<file path="src/design/hkt_pkg.sv">
// ----------------------------------------------------------------------------
// hkt_pkg
// Shared constants, types and the scan code to ASCII map of the held-key
// tracker.
// ----------------------------------------------------------------------------
package hkt_pkg;

   localparam int LIST_DEPTH  = 6;
   localparam int SHOWN_SLOTS = 6;
   localparam int CNT_W       = $clog2(LIST_DEPTH + 1);

   localparam logic [7:0] BREAK_PREFIX = 8'hF0;
   localparam logic [7:0] NO_KEY       = 8'h00;

   typedef logic [7:0] key_type;
   typedef logic [CNT_W-1:0] count_type;

   // Scan code set 2 to ASCII; NO_KEY for unmapped codes.
   function automatic key_type key_of(input logic [7:0] code);
      key_type k;
      case (code)
         8'h1C: k = "a";
         8'h32: k = "b";
         8'h21: k = "c";
         8'h23: k = "d";
         8'h24: k = "e";
         8'h2B: k = "f";
         8'h34: k = "g";
         8'h33: k = "h";
         8'h43: k = "i";
         8'h3B: k = "j";
         8'h42: k = "k";
         8'h4B: k = "l";
         8'h3A: k = "m";
         8'h31: k = "n";
         8'h44: k = "o";
         8'h4D: k = "p";
         8'h15: k = "q";
         8'h2D: k = "r";
         8'h1B: k = "s";
         8'h2C: k = "t";
         8'h3C: k = "u";
         8'h2A: k = "v";
         8'h1D: k = "w";
         8'h22: k = "x";
         8'h35: k = "y";
         8'h1A: k = "z";
         8'h45: k = "0";
         8'h16: k = "1";
         8'h1E: k = "2";
         8'h26: k = "3";
         8'h25: k = "4";
         8'h2E: k = "5";
         8'h36: k = "6";
         8'h3D: k = "7";
         8'h3E: k = "8";
         8'h46: k = "9";
         8'h5D: k = "#";
         default: k = NO_KEY;
      endcase
      return k;
   endfunction

endpackage

</file>
<file path="src/design/hkt_req_if.sv">
// ----------------------------------------------------------------------------
// hkt_req_if
// Scan code channel: one received PS/2 byte per item.
// ----------------------------------------------------------------------------
interface hkt_req_if;
   logic       valid;
   logic       ready;
   logic [7:0] scan_code;

   modport source (output valid, output scan_code, input ready);
   modport sink   (input valid, input scan_code, output ready);
endinterface

</file>
<file path="src/design/hkt_rsp_if.sv">
// ----------------------------------------------------------------------------
// hkt_rsp_if
// Result channel: snapshot of the held-key list per item.
// ----------------------------------------------------------------------------
interface hkt_rsp_if;
   logic       valid;
   logic       ready;
   logic [7:0] held_key0;
   logic [7:0] held_key1;
   logic [7:0] held_key2;
   logic [7:0] held_key3;
   logic [7:0] held_key4;
   logic [7:0] held_key5;
   logic [2:0] held_count;

   modport source (output valid, output held_key0, output held_key1, output held_key2,
                   output held_key3, output held_key4, output held_key5,
                   output held_count, input ready);
   modport sink   (input valid, input held_key0, input held_key1, input held_key2,
                   input held_key3, input held_key4, input held_key5,
                   input held_count, output ready);
endinterface

</file>
<file path="src/design/ps2_held_key_tracker_unit.sv">
// ----------------------------------------------------------------------------
// ps2_held_key_tracker_unit
// Tracks PS/2 set 2 keys held down, in press order, from received bytes.
// ----------------------------------------------------------------------------
// An accepted byte is registered in the input stage, then its result in the result register.
// Throughput: 1 byte per cycle while the input stage does not stall; a break prefix byte gives no result.
// The input stage stalls only while a result waits and the byte needs a slot.
// Reset (synchronous): list empty, break flag clear, both stages empty.
module ps2_held_key_tracker_unit (
   input logic         clock,
   input logic         reset,
   hkt_req_if.sink     req_chan,
   hkt_rsp_if.source   rsp_chan
);

   localparam int DEPTH = hkt_pkg::LIST_DEPTH;
   localparam int CW    = hkt_pkg::CNT_W;

   logic                 s1_valid_ff, s1_valid_in;
   logic [7:0]           s1_code_ff;
   logic                 release_pending_ff, release_pending_in;
   hkt_pkg::key_type     list_ff [DEPTH];
   hkt_pkg::key_type     list_in [DEPTH];
   logic                 rsp_valid_ff, rsp_valid_in;
   hkt_pkg::key_type     rsp_key_ff [hkt_pkg::SHOWN_SLOTS];
   logic [2:0]           rsp_count_ff;

   logic                 is_break;
   logic                 s1_advance;
   hkt_pkg::key_type     key;
   hkt_pkg::count_type   n_held;
   hkt_pkg::count_type   n_next;
   hkt_pkg::count_type   pos;
   logic                 found;

   assign is_break   = (s1_code_ff == hkt_pkg::BREAK_PREFIX);
   assign s1_advance = s1_valid_ff && (is_break || !rsp_valid_ff || rsp_chan.ready);
   assign req_chan.ready = !s1_valid_ff || s1_advance;
   assign key        = hkt_pkg::key_of(s1_code_ff);

   always_comb begin
      n_held = '0;
      found  = 1'b0;
      pos    = '0;
      for (int i = 0; i < DEPTH; i++) begin
         if (list_ff[i] != hkt_pkg::NO_KEY) begin
            n_held = n_held + 1'b1;
         end
         if (!found && list_ff[i] == key) begin
            found = 1'b1;
            pos   = CW'(i);
         end
      end
   end

   always_comb begin
      for (int i = 0; i < DEPTH; i++) begin
         list_in[i] = list_ff[i];
      end
      if (key != hkt_pkg::NO_KEY) begin
         if (release_pending_ff) begin
            if (found) begin
               for (int i = 0; i < DEPTH; i++) begin
                  if (CW'(i) >= pos) begin
                     list_in[i] = (i + 1 < DEPTH) ? list_ff[(i + 1) % DEPTH] : hkt_pkg::NO_KEY;
                  end
               end
            end
         end else if (!found && n_held < CW'(DEPTH)) begin
            for (int i = 0; i < DEPTH; i++) begin
               if (CW'(i) == n_held) begin
                  list_in[i] = key;
               end
            end
         end
      end
   end

   always_comb begin
      n_next = '0;
      for (int i = 0; i < DEPTH; i++) begin
         if (list_in[i] != hkt_pkg::NO_KEY) begin
            n_next = n_next + 1'b1;
         end
      end
   end

   always_comb begin
      s1_valid_in = s1_valid_ff;
      if (req_chan.valid && req_chan.ready) begin
         s1_valid_in = 1'b1;
      end else if (s1_advance) begin
         s1_valid_in = 1'b0;
      end
   end

   always_comb begin
      release_pending_in = release_pending_ff;
      if (s1_advance) begin
         release_pending_in = is_break;
      end
   end

   always_comb begin
      rsp_valid_in = rsp_valid_ff;
      if (s1_advance && !is_break) begin
         rsp_valid_in = 1'b1;
      end else if (rsp_chan.ready) begin
         rsp_valid_in = 1'b0;
      end
   end

   always_ff @(posedge clock) begin
      if (reset) begin
         s1_valid_ff        <= 1'b0;
         release_pending_ff <= 1'b0;
         rsp_valid_ff       <= 1'b0;
         for (int i = 0; i < DEPTH; i++) begin
            list_ff[i] <= hkt_pkg::NO_KEY;
         end
      end else begin
         s1_valid_ff        <= s1_valid_in;
         release_pending_ff <= release_pending_in;
         rsp_valid_ff       <= rsp_valid_in;
         if (s1_advance && !is_break) begin
            for (int i = 0; i < DEPTH; i++) begin
               list_ff[i] <= list_in[i];
            end
         end
      end
   end

   always_ff @(posedge clock) begin
      if (req_chan.valid && req_chan.ready) begin
         s1_code_ff <= req_chan.scan_code;
      end
      if (s1_advance && !is_break) begin
         for (int i = 0; i < hkt_pkg::SHOWN_SLOTS; i++) begin
            rsp_key_ff[i] <= (i < DEPTH) ? list_in[i % DEPTH] : hkt_pkg::NO_KEY;
         end
         rsp_count_ff <= (n_next > CW'(7)) ? 3'd7 : 3'(n_next);
      end
   end

   assign rsp_chan.valid      = rsp_valid_ff;
   assign rsp_chan.held_key0  = rsp_key_ff[0];
   assign rsp_chan.held_key1  = rsp_key_ff[1];
   assign rsp_chan.held_key2  = rsp_key_ff[2];
   assign rsp_chan.held_key3  = rsp_key_ff[3];
   assign rsp_chan.held_key4  = rsp_key_ff[4];
   assign rsp_chan.held_key5  = rsp_key_ff[5];
   assign rsp_chan.held_count = rsp_count_ff;

`ifndef ASSERT_OFF
   a_result_follows: assert property (@(posedge clock) disable iff (reset)
      s1_advance && !is_break |=> rsp_valid_ff)
      else $error("mapped byte gave no result");

   a_break_sets_flag: assert property (@(posedge clock) disable iff (reset)
      s1_advance && is_break |=> release_pending_ff && !$rose(rsp_valid_ff))
      else $error("break prefix handled wrong");

   a_count_bound: assert property (@(posedge clock) disable iff (reset)
      n_held <= CW'(DEPTH))
      else $error("held count beyond list depth");

   a_list_packed: assert property (@(posedge clock) disable iff (reset)
      list_ff[0] == hkt_pkg::NO_KEY |-> n_held == '0)
      else $error("held list not packed at front");
`endif

endmodule

</file>
<file path="src/flat_wrapper.sv">
// flat-port wrapper written by rule: the top's interface ports become plain ports
module ps2_held_key_tracker_unit_flat 
  (clock, reset, req_chan_valid, req_chan_scan_code, req_chan_ready, rsp_chan_valid, rsp_chan_held_key0, rsp_chan_held_key1, rsp_chan_held_key2, rsp_chan_held_key3, rsp_chan_held_key4, rsp_chan_held_key5, rsp_chan_held_count, rsp_chan_ready);
  hkt_req_if req_chan_i ();
  hkt_rsp_if rsp_chan_i ();
  input logic clock;
  input logic reset;
  input wire logic [$bits(req_chan_i.valid)-1:0] req_chan_valid;
  input wire logic [$bits(req_chan_i.scan_code)-1:0] req_chan_scan_code;
  output wire logic [$bits(req_chan_i.ready)-1:0] req_chan_ready;
  output wire logic [$bits(rsp_chan_i.valid)-1:0] rsp_chan_valid;
  output wire logic [$bits(rsp_chan_i.held_key0)-1:0] rsp_chan_held_key0;
  output wire logic [$bits(rsp_chan_i.held_key1)-1:0] rsp_chan_held_key1;
  output wire logic [$bits(rsp_chan_i.held_key2)-1:0] rsp_chan_held_key2;
  output wire logic [$bits(rsp_chan_i.held_key3)-1:0] rsp_chan_held_key3;
  output wire logic [$bits(rsp_chan_i.held_key4)-1:0] rsp_chan_held_key4;
  output wire logic [$bits(rsp_chan_i.held_key5)-1:0] rsp_chan_held_key5;
  output wire logic [$bits(rsp_chan_i.held_count)-1:0] rsp_chan_held_count;
  input wire logic [$bits(rsp_chan_i.ready)-1:0] rsp_chan_ready;
  assign req_chan_i.valid = req_chan_valid;
  assign req_chan_i.scan_code = req_chan_scan_code;
  assign req_chan_ready = req_chan_i.ready;
  assign rsp_chan_valid = rsp_chan_i.valid;
  assign rsp_chan_held_key0 = rsp_chan_i.held_key0;
  assign rsp_chan_held_key1 = rsp_chan_i.held_key1;
  assign rsp_chan_held_key2 = rsp_chan_i.held_key2;
  assign rsp_chan_held_key3 = rsp_chan_i.held_key3;
  assign rsp_chan_held_key4 = rsp_chan_i.held_key4;
  assign rsp_chan_held_key5 = rsp_chan_i.held_key5;
  assign rsp_chan_held_count = rsp_chan_i.held_count;
  assign rsp_chan_i.ready = rsp_chan_ready;
  ps2_held_key_tracker_unit u_core (.clock(clock), .reset(reset), .req_chan(req_chan_i), .rsp_chan(rsp_chan_i));
endmodule
</file>
<file path="config.mk">
export PLATFORM = sky130hd
export DESIGN_NAME = ps2_held_key_tracker_unit_flat
export DESIGN_NICKNAME = d
export VERILOG_FILES = /design/src/design/hkt_pkg.sv /design/src/design/hkt_req_if.sv /design/src/design/hkt_rsp_if.sv /design/src/design/ps2_held_key_tracker_unit.sv /design/src/flat_wrapper.sv
export SDC_FILE = /design/constraint.sdc
export NUM_CORES = 1
export LEC_CHECK = 0
export BUFFER_PORTS_ARGS = -buffer_cell sky130_fd_sc_hd__buf_2
export CORE_MARGIN = 4
export CORE_UTILIZATION = 68
export CTS_BUF_LIST = sky130_fd_sc_hd__clkbuf_4 sky130_fd_sc_hd__clkbuf_8
export DETAILED_ROUTE_END_ITERATION = 16
export PLACE_DENSITY = 0.89
export SKIP_CTS_REPAIR_TIMING = 1
export SYNTH_ARGS = -nofsm -noshare
export SYNTH_HDL_FRONTEND = slang
export SYNTH_SLANG_ARGS = --single-unit
</file>
<file path="constraint.sdc">
create_clock -name clock -period 20.9 [get_ports clock]
set_input_delay 2.09 -clock clock [delete_from_list [all_inputs] [get_ports clock]]
set_output_delay 2.09 -clock clock [all_outputs]
set_load 0.05 [all_outputs]
</file>
==> metrics <==
status=finished clean; Final Hold Violating Endpoints=0; Worst Skew=around 0.015 ns; GR Overflow Total=0; Slew headroom=0.2319; pin count of the biggest net entering global routing=60; most frequent cells in the layout=edfxtp_1, nor2_1, buf_2, nand2_1, inv_1; library cells used by synthesis=between 80 and 90; Post-Synthesis Cells=~900; most used cell, CP=ha_1; critical path depth in cells=30; Slowest cell on crit path=or4_1; Peak VDD IR=61.91 uV; # H-tree levels=4; final setup TNS=0 ns; routed vias/inst=a little under 7; Iter 0 DRT Violations=around 1.1k; DR vias=about 7.6k; Synth async-reset ratio=0; Worst R2R Path Depth=30; worst reg2reg setup slack=roughly 13 ns; Comb power frac=0.414; Final Wtd Congestion=a little over 1; final routed DRC violation total=0; GR Util All Layers=0.3359; Sw Ratio=0.3936; synthesized area per cell=between 9 and 10 um2; register area share after synthesis=0.4066; DP HPWL=15780 um; Pint=about 0.56 mW; Core Region=between 10000 and 15000 um2; Clock Latency Late Sink=around 0.45 ns; PortBufs=64; unrepaired setup endpoints after global routing=false; syn_nets=about 930; max cap viols=0; reg-to-reg startpoint=u_core.list_ff[0][10]$_SDFFCE_PN0P_; EDFF count, synth=roughly 110; CP Class=reg2reg; RR Endpoint=u_core.rsp_chan.held_count[1]$_SDFFCE_PN1P_; Final Power=around 0.92 mW; Crit Path Max Fanout=8; Sink Count=117; CTS Buf Count=17; Largest stage delay, worst path=about 0.53 ns; part of the cycle the worst path needs=0.3901; power per cell area=roughly 100 nW/um2; Clk pin slew, worst setup/hold paths=approximately 0.07 ns; post-synth top area cell=edfxtp_1; fillers=896; crit path from=u_core.list_ff[0][10]$_SDFFCE_PN0P_; Worst-Margin Slew=approximately 1.2 ns; initial core utilization=0.6960; Arrival @ worst endpoint=roughly 8.4 ns; Worst Hold Class=reg2reg; Horiz. Die Dim=between 100 and 150 um; Worst Setup Start Kind=flip-flop; mapped cell area=~8400 um2; Inst Count DP=roughly 1.1k; WP data required=~21 ns; crit path to=u_core.rsp_chan.held_count[1]$_SDFFCE_PN1P_; P&R area growth vs syn=8.839%; Leak Pwr=~3.6 nW; first-pass GRT wire length=between 30000 and 40000 um; # rows=40; Hold Worst Slack=0.5461 ns; Final Net Count=between 900 and 1k; Flop pwr share=0.349; drt total wl=between 20000 and 25000 um; Final Max Slew Viols=0; Pre-antenna DRT Iters=6; commonest non-fill, non-tap cell in the layout=edfxtp_1; setup violators final=0; share of the synthesized area in the top cell type=0.3828; top post-synthesis cells by area=edfxtp_1, nor2_1, o21ai_0, nand2_1, ha_1; Ports=between 60 and 70; endpoint class of the critical path=flip-flop; die area=about 14000 um2; Synth warnings=0; Antenna Nets Post-Route=0; area post-placement=roughly 8700 um2; number of global-route vias before repair=7052; Max Buffers Root-to-Sink=2; CTS tree=built; synthesis-stage register bit count=~120; P_sw=0.3604 mW; Clk pwr share=0.238; DR WL/cell=21.14 um; fin cells=around 1.1k; Die Ht=119.1 um; diodes inserted=0; dominant synthesized flop cell=edfxtp_1; initial antenna violation count=0; Max Fclk=~120 MHz; layout cells sized above 1=0.1746; CTS Root Buffer Type=clkbuf_8; Period minus WS final=between 8 and 9 ns; Bufs and invs on worst path=2; CP delay by family, top=adder cells; Final Cell Area=between 9000 and 10000 um2
-- Yosys cell counts (11+ instances only) --
library cell	count
a21oi_1	43
a22o_1	11
a22oi_1	12
a31oi_1	20
and2_1	20
buf_2	19
clkbuf_1	32
edfxtp_1	107
ha_1	18
inv_1	54
mux2i_1	20
nand2_1	61
nand2b_1	12
nand3_1	17
nand4_1	14
nor2_1	100
nor2b_1	16
nor3_1	24
nor4bb_1	11
o21ai_0	52
o221ai_1	14
o22ai_1	18
xnor2_1	17
-- state kept, by name, summed over array words and instances, names as in the netlist, named ones only --
signal,cells
u_core.s1_valid_ff,1
u_core.rsp_chan.held_count,3
u_core.list_ff,48
u_core.rsp_key_ff,48
u_core.rsp_chan.valid,1
u_core.s1_code_ff,8
u_core.release_pending_ff,1
-- worst register-to-register path: cells and delay by family, from the launching register on --
family | cells | cell delay (ns)
adder cells (fa/ha/maj) | 8 | 2.27
AND/OR/NAND/NOR | 10 | 2.24
multiplexers | 5 | 1.39
XOR/XNOR | 3 | 0.90
flip-flops | 1 | 0.51
AO/OA/AOI/OAI | 2 | 0.39
buffers and inverters | 2 | 0.17
-- worst min path at each step --
| stage | startpoint | to | slack, ns | depth (start not counted) |
|---|---|---|---|---|
| 5_1_grt | u_core.rsp_chan.valid$_SDFFE_PP0P_ | u_core.rsp_chan.valid$_SDFFE_PP0P_ | 0.59 | 2 |
| 3_5_place_dp | u_core.s1_valid_ff$_SDFFE_PP0P_ | u_core.release_pending_ff$_SDFFE_PP0P_ | 0.54 | 2 |
| 3_3_place_gp | u_core.s1_valid_ff$_SDFFE_PP0P_ | u_core.release_pending_ff$_SDFFE_PP0P_ | 0.53 | 2 |
| 4_1_cts | u_core.s1_valid_ff$_SDFFE_PP0P_ | u_core.release_pending_ff$_SDFFE_PP0P_ | 0.54 | 2 |
| 6_report | u_core.s1_valid_ff$_SDFFE_PP0P_ | u_core.release_pending_ff$_SDFFE_PP0P_ | 0.55 | 2 |
| 2_1_floorplan | u_core.s1_valid_ff$_SDFFE_PP0P_ | u_core.release_pending_ff$_SDFFE_PP0P_ | 0.50 | 2 |
-- cell families after synthesis --
| family | synth area share |
|---|---|
| multiplexers | 0.03637 |
| adder cells (fa/ha/maj) | 0.02683 |
| flip-flops | 0.4066 |
| AND/OR/NAND/NOR | 0.2202 |
| buffers and inverters | 0.06022 |
| AO/OA/AOI/OAI | 0.2097 |
| XOR/XNOR | 0.04010 |
-- area by class of cell --
type,count,area (um2),area share
repair buffers,75,402.9,0.04410
well taps,168,210.2,0.02301
clock buffers,19,249.0,0.02725
inverters,58,217.7,0.02383
clock inverters,13,157.7,0.01726
flip-flops and latches,117,3415,0.3737
multi-input cells,663,4484,0.4908
-- per-stage QoR --
step,worst slack (ns),utilization
6_report,12.75,0.7575
5_1_grt,12.48,0.7575
4_1_cts,12.88,0.7575
3_5_place_dp,12.93,0.7238
3_3_place_gp,13.22,0.7238
2_1_floorplan,13.58,-
-- per-layer routing --
layer  share of wire  vias to the layer above  GRT usage
li1                -                     3437          -
met4           0.053                        0     0.1723
met3            0.11                      128    0.09307
met5               0                        -          0
met1            0.39                     3491     0.4458
met2            0.44                      550     0.5041
-- power groups by stage --
stage               logic, mW  registers, mW  clock network, mW
global route            0.408          0.321              0.231
detailed placement      0.370          0.322                  0
global placement        0.361          0.321                  0
finish                  0.379          0.319              0.218
floorplan               0.270          0.348                  0
CTS                     0.373          0.318              0.218
(Power assumes the default switching activity.)
